### src/rfp_pkg.sv
`default_nettype none

package rfp_pkg;

  // Output format codes (out_format register).
  typedef enum logic [3:0] {
    FMT_ABGR     = 4'd0,
    FMT_BGR      = 4'd1,
    FMT_BGR_BLUE = 4'd2,
    FMT_RGB_BLUE = 4'd3,
    FMT_BGRA     = 4'd4,
    FMT_4444     = 4'd5,
    FMT_5551     = 4'd6,
    FMT_BGR565   = 4'd7,
    FMT_RGB565   = 4'd8,
    FMT_UV88     = 4'd9,
    FMT_UVWQ     = 4'd10,
    FMT_RGBA16   = 4'd11,
    FMT_COPY     = 4'd12
  } fmt_e;

  // Copy-mode channel layouts (src_layout register).
  typedef enum logic [2:0] {
    LAY_RGBA = 3'd0,
    LAY_RGB  = 3'd1,
    LAY_RA   = 3'd2,
    LAY_R    = 3'd3,
    LAY_A    = 3'd4
  } layout_e;

  // Configuration register indexes.
  typedef enum logic [1:0] {
    CFG_OUT_FORMAT      = 2'd0,
    CFG_SRC_LAYOUT      = 2'd1,
    CFG_ALPHA_THRESHOLD = 2'd2
  } cfg_idx_e;

  localparam int unsigned CfgIdxW  = 2;
  localparam int unsigned CfgDataW = 9;

  localparam logic [3:0] OutFormatRst      = FMT_BGRA;
  localparam logic [2:0] SrcLayoutRst      = LAY_RGBA;
  localparam logic [8:0] AlphaThresholdRst = 9'd128;

  localparam logic [7:0] KeyBlue   = 8'd255;
  localparam logic [7:0] NudgeBlue = 8'd254;

  // Stage 1 -> stage 2 payload.
  typedef struct packed {
    logic [7:0]  r;
    logic [7:0]  g;
    logic [7:0]  b;
    logic [7:0]  a;
    logic [7:0]  kr;   // blue-screen keyed channels
    logic [7:0]  kg;
    logic [7:0]  kb;
    logic [14:0] pr;   // 127 * channel
    logic [14:0] pg;
    logic [14:0] pb;
    logic [14:0] pa;
    logic        last;
  } s1_t;

  // Stage 2 -> output payload.
  typedef struct packed {
    logic [63:0] bytes;
    logic [3:0]  count;
    logic        last;
  } s2_t;

  // Active configuration.
  typedef struct packed {
    logic [3:0] out_format;
    logic [2:0] src_layout;
    logic [8:0] alpha_threshold;
  } cfg_t;

endpackage

`default_nettype wire

### src/rfp_prep.sv
`default_nettype none

// Stage 1: blue-screen nudge/key and 127*x products for UV scaling.
module rfp_prep (
  input  wire logic        clk_i,
  input  wire logic        rst_ni,
  input  wire logic        load_i,
  input  wire logic        valid_i,
  input  wire logic [7:0]  red_i,
  input  wire logic [7:0]  green_i,
  input  wire logic [7:0]  blue_i,
  input  wire logic [7:0]  alpha_i,
  input  wire logic        last_i,
  input  wire logic [8:0]  alpha_threshold_i,
  output logic             valid_o,
  output rfp_pkg::s1_t     data_o
);

  logic         valid_q, valid_d;
  rfp_pkg::s1_t data_q, data_d;

  function automatic logic [14:0] times127(input logic [7:0] x);
    return ({x, 7'b0}) - {7'b0, x};
  endfunction

  always_comb begin
    data_d      = data_q;
    valid_d     = valid_q;
    if (load_i) begin
      valid_d     = valid_i;
      data_d.r    = red_i;
      data_d.g    = green_i;
      data_d.b    = blue_i;
      data_d.a    = alpha_i;
      data_d.last = last_i;
      data_d.kr   = red_i;
      data_d.kg   = green_i;
      data_d.kb   = blue_i;
      // keep real pure blue from reading as the key
      if (red_i == 8'd0 && green_i == 8'd0 && blue_i == rfp_pkg::KeyBlue) begin
        data_d.kb = rfp_pkg::NudgeBlue;
      end
      if ({1'b0, alpha_i} < alpha_threshold_i) begin
        data_d.kr = 8'd0;
        data_d.kg = 8'd0;
        data_d.kb = rfp_pkg::KeyBlue;
      end
      data_d.pr = times127(red_i);
      data_d.pg = times127(green_i);
      data_d.pb = times127(blue_i);
      data_d.pa = times127(alpha_i);
    end
  end

  always_ff @(posedge clk_i or negedge rst_ni) begin
    if (!rst_ni) begin
      valid_q <= 1'b0;
    end else begin
      valid_q <= valid_d;
    end
  end

  always_ff @(posedge clk_i) begin
    data_q <= data_d;
  end

  assign valid_o = valid_q;
  assign data_o  = data_q;

endmodule

`default_nettype wire

### src/rfp_pack.sv
`default_nettype none

// Stage 2: divide-by-255 finish for UV and format byte packing.
module rfp_pack (
  input  wire logic        clk_i,
  input  wire logic        rst_ni,
  input  wire logic        load_i,
  input  wire logic        valid_i,
  input  wire rfp_pkg::s1_t data_i,
  input  wire logic [3:0]  out_format_i,
  input  wire logic [2:0]  src_layout_i,
  output logic             valid_o,
  output rfp_pkg::s2_t     data_o
);

  logic         valid_q, valid_d;
  rfp_pkg::s2_t data_q, data_d;
  logic [7:0]   ur, ug, ub, ua;
  logic [63:0]  bytes;
  logic [3:0]   count;

  // floor(p/255) for any 15-bit p
  function automatic logic [7:0] div255(input logic [14:0] p);
    logic [15:0] s;
    s = {1'b0, p} + {9'b0, p[14:8]} + 16'd1;
    return s[15:8];
  endfunction

  always_comb begin
    ur = div255(data_i.pr);
    ug = div255(data_i.pg);
    ub = div255(data_i.pb);
    ua = div255(data_i.pa);
  end

  always_comb begin
    bytes = 64'd0;
    count = 4'd0;
    case (rfp_pkg::fmt_e'(out_format_i))
      rfp_pkg::FMT_ABGR: begin
        bytes = {32'd0, data_i.r, data_i.g, data_i.b, data_i.a};
        count = 4'd4;
      end
      rfp_pkg::FMT_BGR: begin
        bytes = {40'd0, data_i.r, data_i.g, data_i.b};
        count = 4'd3;
      end
      rfp_pkg::FMT_BGR_BLUE: begin
        bytes = {40'd0, data_i.kr, data_i.kg, data_i.kb};
        count = 4'd3;
      end
      rfp_pkg::FMT_RGB_BLUE: begin
        bytes = {40'd0, data_i.kb, data_i.kg, data_i.kr};
        count = 4'd3;
      end
      rfp_pkg::FMT_BGRA: begin
        bytes = {32'd0, data_i.a, data_i.r, data_i.g, data_i.b};
        count = 4'd4;
      end
      rfp_pkg::FMT_4444: begin
        bytes = {48'd0, data_i.a[7:4], data_i.r[7:4], data_i.g[7:4], data_i.b[7:4]};
        count = 4'd2;
      end
      rfp_pkg::FMT_5551: begin
        bytes = {48'd0, data_i.a[7], data_i.r[7:3], data_i.g[7:3], data_i.b[7:3]};
        count = 4'd2;
      end
      rfp_pkg::FMT_BGR565: begin
        bytes = {48'd0, data_i.r[7:3], data_i.g[7:2], data_i.b[7:3]};
        count = 4'd2;
      end
      rfp_pkg::FMT_RGB565: begin
        bytes = {48'd0, data_i.b[7:3], data_i.g[7:2], data_i.r[7:3]};
        count = 4'd2;
      end
      rfp_pkg::FMT_UV88: begin
        bytes = {48'd0, ug, ur};
        count = 4'd2;
      end
      rfp_pkg::FMT_UVWQ: begin
        bytes = {32'd0, ua, ub, ug, ur};
        count = 4'd4;
      end
      rfp_pkg::FMT_RGBA16: begin
        // x*257 puts x in both bytes of each word
        bytes = {data_i.a, data_i.a, data_i.b, data_i.b,
                 data_i.g, data_i.g, data_i.r, data_i.r};
        count = 4'd8;
      end
      rfp_pkg::FMT_COPY: begin
        case (rfp_pkg::layout_e'(src_layout_i))
          rfp_pkg::LAY_RGBA: begin
            bytes = {32'd0, data_i.a, data_i.b, data_i.g, data_i.r};
            count = 4'd4;
          end
          rfp_pkg::LAY_RGB: begin
            bytes = {40'd0, data_i.b, data_i.g, data_i.r};
            count = 4'd3;
          end
          rfp_pkg::LAY_RA: begin
            bytes = {48'd0, data_i.a, data_i.r};
            count = 4'd2;
          end
          rfp_pkg::LAY_R: begin
            bytes = {56'd0, data_i.r};
            count = 4'd1;
          end
          rfp_pkg::LAY_A: begin
            bytes = {56'd0, data_i.a};
            count = 4'd1;
          end
          default: begin
            bytes = 64'd0;
            count = 4'd0;
          end
        endcase
      end
      default: begin
        bytes = 64'd0;
        count = 4'd0;
      end
    endcase
  end

  always_comb begin
    data_d  = data_q;
    valid_d = valid_q;
    if (load_i) begin
      valid_d      = valid_i;
      data_d.bytes = bytes;
      data_d.count = count;
      data_d.last  = data_i.last;
    end
  end

  always_ff @(posedge clk_i or negedge rst_ni) begin
    if (!rst_ni) begin
      valid_q <= 1'b0;
    end else begin
      valid_q <= valid_d;
    end
  end

  always_ff @(posedge clk_i) begin
    data_q <= data_d;
  end

  assign valid_o = valid_q;
  assign data_o  = data_q;

endmodule

`default_nettype wire

### src/rgba8_pixel_format_packer.sv
// A pixel request passes three registers (prep, pack, output register) to output valid.
// Throughput: one pixel request per cycle unless in_stall_o; each stage holds or advances
//   on its own, so bubbles collapse and a stalled output leaves two stages free to fill.
// Reset (rst_ni, async, active low): all stage valids clear, configuration returns
//   to out_format BGRA, src_layout RGBA, alpha_threshold 128.
`default_nettype none

module rgba8_pixel_format_packer (
  input  wire logic        clk_i,
  input  wire logic        rst_ni,
  // pixel input
  input  wire logic        in_valid_i,
  output logic             in_stall_o,
  input  wire logic [7:0]  red_i,
  input  wire logic [7:0]  green_i,
  input  wire logic [7:0]  blue_i,
  input  wire logic [7:0]  alpha_i,
  input  wire logic        last_in_i,
  // packed output
  output logic             out_valid_o,
  input  wire logic        out_stall_i,
  output logic [63:0]      packed_bytes_o,
  output logic [3:0]       byte_count_o,
  output logic             last_out_o,
  // configuration writes
  input  wire logic        cfg_valid_i,
  output logic             cfg_ready_o,
  input  wire logic [rfp_pkg::CfgIdxW-1:0]  cfg_index_i,
  input  wire logic [rfp_pkg::CfgDataW-1:0] cfg_data_i
);

  // ------------------------------------------------------------------
  // Configuration registers. Always ready; writes to unused indexes drop.
  // ------------------------------------------------------------------
  rfp_pkg::cfg_t cfg_q, cfg_d;

  assign cfg_ready_o = 1'b1;

  always_comb begin
    cfg_d = cfg_q;
    if (cfg_valid_i) begin
      case (rfp_pkg::cfg_idx_e'(cfg_index_i))
        rfp_pkg::CFG_OUT_FORMAT:      cfg_d.out_format      = cfg_data_i[3:0];
        rfp_pkg::CFG_SRC_LAYOUT:      cfg_d.src_layout      = cfg_data_i[2:0];
        rfp_pkg::CFG_ALPHA_THRESHOLD: cfg_d.alpha_threshold = cfg_data_i[8:0];
        default: begin
          cfg_d = cfg_q;
        end
      endcase
    end
  end

  always_ff @(posedge clk_i or negedge rst_ni) begin
    if (!rst_ni) begin
      cfg_q.out_format      <= rfp_pkg::OutFormatRst;
      cfg_q.src_layout      <= rfp_pkg::SrcLayoutRst;
      cfg_q.alpha_threshold <= rfp_pkg::AlphaThresholdRst;
    end else begin
      cfg_q <= cfg_d;
    end
  end

  // ------------------------------------------------------------------
  // Per-stage ready: a stage loads when it is empty or its contents move on.
  // ------------------------------------------------------------------
  logic         s1_valid, s2_valid;
  rfp_pkg::s1_t s1_data;
  rfp_pkg::s2_t s2_data;
  logic         s1_load, s2_load, s3_load;

  logic         out_valid_q, out_valid_d;
  rfp_pkg::s2_t out_data_q, out_data_d;

  assign s3_load    = !out_valid_q || !out_stall_i;
  assign s2_load    = !s2_valid || s3_load;
  assign s1_load    = !s1_valid || s2_load;
  assign in_stall_o = !s1_load;

  // Stage 1: keying and UV products
  rfp_prep u_prep (
    .clk_i             (clk_i),
    .rst_ni            (rst_ni),
    .load_i            (s1_load),
    .valid_i           (in_valid_i),
    .red_i             (red_i),
    .green_i           (green_i),
    .blue_i            (blue_i),
    .alpha_i           (alpha_i),
    .last_i            (last_in_i),
    .alpha_threshold_i (cfg_q.alpha_threshold),
    .valid_o           (s1_valid),
    .data_o            (s1_data)
  );

  // Stage 2: byte packing per format
  rfp_pack u_pack (
    .clk_i        (clk_i),
    .rst_ni       (rst_ni),
    .load_i       (s2_load),
    .valid_i      (s1_valid),
    .data_i       (s1_data),
    .out_format_i (cfg_q.out_format),
    .src_layout_i (cfg_q.src_layout),
    .valid_o      (s2_valid),
    .data_o       (s2_data)
  );

  // Stage 3: output register, holds while the consumer stalls
  always_comb begin
    out_valid_d = out_valid_q;
    out_data_d  = out_data_q;
    if (s3_load) begin
      out_valid_d = s2_valid;
      out_data_d  = s2_data;
    end
  end

  always_ff @(posedge clk_i or negedge rst_ni) begin
    if (!rst_ni) begin
      out_valid_q <= 1'b0;
    end else begin
      out_valid_q <= out_valid_d;
    end
  end

  always_ff @(posedge clk_i) begin
    out_data_q <= out_data_d;
  end

  assign out_valid_o    = out_valid_q;
  assign packed_bytes_o = out_data_q.bytes;
  assign byte_count_o   = out_data_q.count;
  assign last_out_o     = out_data_q.last;

endmodule

`default_nettype wire

### config.mk
export PLATFORM = sky130hd
export DESIGN_NAME = rgba8_pixel_format_packer
export DESIGN_NICKNAME = d
export VERILOG_FILES = /design/src/rfp_pkg.sv /design/src/rfp_prep.sv /design/src/rfp_pack.sv /design/src/rgba8_pixel_format_packer.sv
export SDC_FILE = /design/constraint.sdc
export NUM_CORES = 1
export LEC_CHECK = 0
export BUFFER_PORTS_ARGS = -buffer_cell sky130_fd_sc_hd__buf_2
export CORE_ASPECT_RATIO = 1.25
export CORE_MARGIN = 5
export CORE_UTILIZATION = 49
export CTS_BUF_LIST = sky130_fd_sc_hd__clkbuf_4 sky130_fd_sc_hd__clkbuf_8
export CTS_CLUSTER_DIAMETER = 150
export DETAILED_ROUTE_END_ITERATION = 10
export GPL_ROUTABILITY_DRIVEN = 0
export GPL_TIMING_DRIVEN = 0
export PLACE_DENSITY = 0.67
export SYNTH_ARGS = -nofsm -noshare
export SYNTH_HDL_FRONTEND = slang
export SYNTH_SLANG_ARGS = --single-unit
### constraint.sdc
create_clock -name clk_i -period 11.1 [get_ports clk_i]
set_input_delay 0.555 -clock clk_i [delete_from_list [all_inputs] [get_ports clk_i]]
set_output_delay 0.555 -clock clk_i [all_outputs]
set_load 0.05 [all_outputs]
* Word level (Yosys, flattened, before mapping)
Cells that the tools add are included.
** Word-level totals
- Register bits :: 274
- Input bits :: 49
** Cells by class
- Equal/unequal tests :: 19
- Add/sub/neg operators :: 12
- Multiplexer cells :: 5
- Reduce and logical (&&, ||, !) cells :: 23
- $lt $le $gt $ge :: 1
** Operators by type and width (count)
- $pmux 64 s13 :: 1
- $pmux 32 s5 :: 1
- $add 15x7->16 :: 4
- $add 16x1->16 const B :: 4
- $sub 15x8->15 :: 4
- $eq 4x4->1 const B :: 5
- $pmux 4 s5 :: 1
- $eq 4x3->1 const B :: 4
- $logic_not 8->1 :: 2
- $pmux 3 s4 :: 1
- $lt 8x9->1 :: 1
- $eq 4x2->1 const B :: 2
- $eq 8x8->1 const B :: 1
- $eq 3x2->1 const B :: 2
- $reduce_and 2->1 :: 3
- $reduce_or 3->1 :: 2
- $logic_not 1->1 :: 5
- $reduce_or 5->1 :: 1
- $eq 4x1->1 const B :: 1
- $logic_not 4->1 :: 1
- $reduce_or 2->1 :: 2
- $eq 3x1->1 const B :: 1
- $eq 3x3->1 const B :: 1
- $logic_not 3->1 :: 1
- other kinds (6) :: 9

* Longest topological paths before layout
- Word-level depth :: 5
- Mapped depth :: 8
- Gate-level depth less buffers :: 7

* Cells and area by module
A second synthesis with hierarchy kept.
** Second synthesis, totals
- Cells, all modules :: 963
- Area total of the unflattened synthesis :: 12339.3 µm²
** Modules (own cells, without submodules)
- rfp_prep :: instances 1, cells each 356, area an instance 4948.5 µm²
- rfp_pack :: instances 1, cells each 495, area an instance 4628.2 µm²
- rgba8_pixel_format_packer :: instances 1, cells each 112, area an instance 2762.6 µm²

* Worst setup path after synthesis
Ideal clock, no wire load.
- Path type :: reg-to-output
- Start point :: register out_valid_q (netlist: out_valid_o)
- End point :: output in_stall_o
- Arrival time :: 5.744 ns
- Required time :: 10.545 ns
- Path slack :: 4.801 ns
- Buffers on the path :: 0
- Cell stages (with the launch flop) :: 3
- Cell sequence :: dfrtp_1 nand4_1 inv_1
** On the way
- Cells in the longest elaborated chain, start to end :: 5
** Ends and longest elaborated chain
- start: declaration :: line rgba8_pixel_format_packer.sv:71 : logic out_valid_q, out_valid_d;
- start signal: assignment :: line rgba8_pixel_format_packer.sv:122 : out_valid_q <= out_valid_d;
- $logic_not 1->1 :: line rgba8_pixel_format_packer.sv:74 : assign s3_load = !out_valid_q || !out_stall_i;
- $logic_or 1x1->1 :: line rgba8_pixel_format_packer.sv:74
- $logic_or 1x1->1 :: line rgba8_pixel_format_packer.sv:75 : assign s2_load = !s2_valid || s3_load;
- $logic_or 1x1->1 :: line rgba8_pixel_format_packer.sv:76 : assign s1_load = !s1_valid || s2_load;
- $logic_not 1->1 :: line rgba8_pixel_format_packer.sv:77 : assign in_stall_o = !s1_load;
- end: declaration :: line rgba8_pixel_format_packer.sv:13 : output logic in_stall_o,
Every way passes these cells.

* Final worst setup path
Ends and elaborated chain as after synthesis.

==> flow_metrics.env <==
export IMPL_p_sw_uw=910
export IMPL_min_period_over_period=0.264
export IMPL_synth_edff_count=219
export IMPL_clk_pin_slew_ns=0.07
export IMPL_vias=8777
export IMPL_die_x_um=151
export IMPL_drt_iter0_markers=1048
export IMPL_max_slew_margin=0.502
export IMPL_cellPowerDensity_nw_per_um2=194
export IMPL_cts_sinks=238
export IMPL_path_delay_family="buffers and inverters"
export IMPL_num_fill_cells=2019
export IMPL_synth_top_area_frac=0.543
export IMPL_postCtsHoldBufs=1
export IMPL_power_mw=2.72
export IMPL_grt_max_degree=44
export IMPL_setup_tns_ns=0
export IMPL_insertion_delay_ns=0.53
export IMPL_combPwrFrac=0.268
export IMPL_synthCells=986
export IMPL_track_usage=0.223
export IMPL_first_pass_iters=6
export IMPL_p_int_mw=1.81
export IMPL_drc_errors=0
export IMPL_p_leak_nw=5.45
export IMPL_crit_buf_inv=5
export IMPL_cts_max_level=2
export IMPL_hold_viol_final=0
export IMPL_rr_endpoint="u_pack.data_o[6]$_DFFE_PP_"
export IMPL_synthTopCellsByArea="edfxtp_1 (54%), ha_1 (4.1%), dfrtp_1 (3.5%), xnor2_1 (3.0%), xor2_1 (2.3%)"
export IMPL_critical_path_arrival_ns=2.37
export IMPL_r2r_slack_ns=8.52
export IMPL_area_growth_pct=15.9
export IMPL_hpwlAfterDp_um=22900
export IMPL_synth_distinct_cells=72
export IMPL_die_area_um2=28000
export IMPL_cts_tree="yes"
export IMPL_synth_area_um2=12100
export IMPL_grt_use_met1=0.281
export IMPL_status="finished, final reports clean"
export IMPL_reg2regPathDepth=6
export IMPL_rsz0062_at_grt="no"
export IMPL_setup_viol=0
export IMPL_use_met3=0.0526
export IMPL_cp_depth=6
export IMPL_path_class="reg -> out"
export IMPL_cts_buffers=37
export IMPL_num_rows=64
export IMPL_cap_violations=0
export IMPL_synthFlopType="edfxtp_1"
export IMPL_critPathCapture="in_stall_o"
export IMPL_fmax_mhz=342
export IMPL_yosysWarnings=0
export IMPL_endpoint_kind="output pin"
export IMPL_n_antenna_cell=0
export IMPL_slowest_delay_ns=0.45
export IMPL_cp_common_cell="buf_8"
export IMPL_cts_resized=0
export IMPL_irDropWorstVdd_mv=0.0977
export IMPL_ios=121
export IMPL_use_met2=0.365
export IMPL_synth_seq_area_share=0.583
export IMPL_core_area_um2=24400
export IMPL_cp_cell_sequence="nand4_1 > buf_8 > buf_8 > buf_8 > inv_1 > buf_2"
export IMPL_fin_nets=1244
export IMPL_worst_slew_pin_slew_ns=0.744
export IMPL_grt_busiest_layer="met2"
export IMPL_skew_ns=0.0183
export IMPL_grt_pass1_wl_um=48000
export IMPL_routed_wl_um=31100
export IMPL_antenna_found_initial=0
export IMPL_cp_data_required_time_ns=10.55
export IMPL_grt_overflow=0
export IMPL_wl_per_cell_um=20.6
export IMPL_power_share_sequential=0.464
export IMPL_viasPerCell=5.81
export IMPL_drv_slew=0
export IMPL_syn_num_nets=1075
export IMPL_worstHoldPathType="in -> reg"
export IMPL_p_clk_frac=0.269
export IMPL_p_sw_frac=0.334
export IMPL_grt_pass1_vias=8659
export IMPL_post_cts_buffers=0
export IMPL_startpoint_type="flip-flop"
export IMPL_startpoint="out_valid_o$_DFFE_PN0P_"
export IMPL_start_util=0.496
export IMPL_async_flop_share=0.0798
export IMPL_die_height_um=186
export IMPL_yosysTopAreaCell="edfxtp_1"
export IMPL_fin_crit_ns=2.93
export IMPL_critPathSlowestCell="nand4_1"
export IMPL_ys_seq_elements=238
export IMPL_worstPathMaxFanout=16
export IMPL_port_buffers=119
export IMPL_ant_nets=0
export IMPL_postSynthAreaPerCell_um2=12.3
export IMPL_reg2reg_from="cfg_q[14]$_DFFE_PN1P_"
export IMPL_root_buffer="clkbuf_8"
export IMPL_drive_above_1_share=0.237
export IMPL_cts_buffer_depth=3
==> worst min-delay path by stage <==
stage,from,end,depth (start not counted)
2_1_floorplan,rst_ni,cfg_q[0]$_DFFE_PN0P_,0
3_5_place_dp,u_pack.data_o[4]$_DFFE_PP_,byte_count_o[3]$_DFFE_PP_,0
5_1_grt,last_in_i,u_prep.data_o[0]$_DFFE_PN_,1
6_report,in_valid_i,u_prep.valid_o$_DFFE_PN0N_,2
3_3_place_gp,u_prep.data_o[0]$_DFFE_PN_,u_pack.data_o[0]$_DFFE_PP_,0
4_1_cts,last_in_i,u_prep.data_o[0]$_DFFE_PN_,1
==> layout make-up <==
type / instances / area (um2) / area share
clock buffer: 49 / 612 / 0.0436
clock inverter: 15 / 125 / 0.00892
sequential: 238 / 7050 / 0.503
timing repair buffer: 130 / 766 / 0.0546
tap: 330 / 413 / 0.0294
multi-input combinational: 645 / 4550 / 0.324
buffer: 65 / 370 / 0.0264
inverter: 38 / 143 / 0.0102
==> power by group through the flow <==
stage          clock (mW)  sequential, mW  combinational, mW
2_1_floorplan           0            1.38              0.388
3_3_place_gp            0            1.28              0.697
3_5_place_dp            0            1.28              0.716
4_1_cts             0.751            1.26              0.719
5_1_grt             0.795            1.27              0.775
6_report            0.731            1.26              0.728
==> flip-flops by register name, summed over array words and instances, names as in the netlist <==
signal          cells
u_prep.data_o     113
u_pack.data_o      53
packed_bytes_o     48
cfg_q              16
byte_count_o        4
last_out_o          1
out_valid_o         1
u_pack.valid_o      1
u_prep.valid_o      1
==> cell families after synthesis <==
family,synth area share
and+or+nand+nor,0.127
DFF,0.583
AOI/OAI and AO/OA,0.123
buffers and inverters,0.0424
xor gates and xnor gates,0.0528
adders and majority gates,0.0413
muxes,0.0303
other,0.000310
==> per-stage QoR <==
stage	worst slack (ns)	hold slack, ns	utilization	area (um2)	instances
finish	8.17	0.216	0.574	14000	1510
global route	7.96	0.174	0.574	14000	1510
CTS	8.10	0.183	0.574	14000	1510
detailed placement	8.44	0.405	0.544	13300	1445
global placement	3.94	0.401	0.537	13100	1435
floorplan	4.80	0.259	-	12100	986
==> metal layers <==
metal  part of all wire  wire, um  vias up
li1                   -         -     4058
met1               0.38     11700     4085
met2               0.47     14600      487
met3              0.099      3060      147
met4              0.056      1730        0
met5                  0         0        -
==> synth_stat cells, types with 27 or more instances <==
master / n
xnor2_1: 41
o21ai_1: 28
nor3_1: 29
inv_1: 37
a22oi_1: 32
nor2_1: 47
ha_1: 40
buf_4: 27
and2_1: 28
edfxtp_1: 219
nand2_1: 74
a21oi_1: 29
xor2_1: 32
==> cell usage in the layout (no fill, tap or decap), drive strengths merged, types with 9 or more instances in the layout <==
cell    instances
a221oi         12
inv            38
mux2           21
nor2           51
nor3           35
a22oi          32
and3           10
mux2i          13
nand3b          9
xor2           32
nor2b          14
ha             40
xnor2          41
nand2b         12
edfxtp        219
nand2          74
nand3          19
and2           28
o22ai          16
clkinv         10
a21oi          30
clkbuf         67
buf           176
o21ai          42
dfrtp          17
Note: power is estimated with default switching activity, not from simulation.
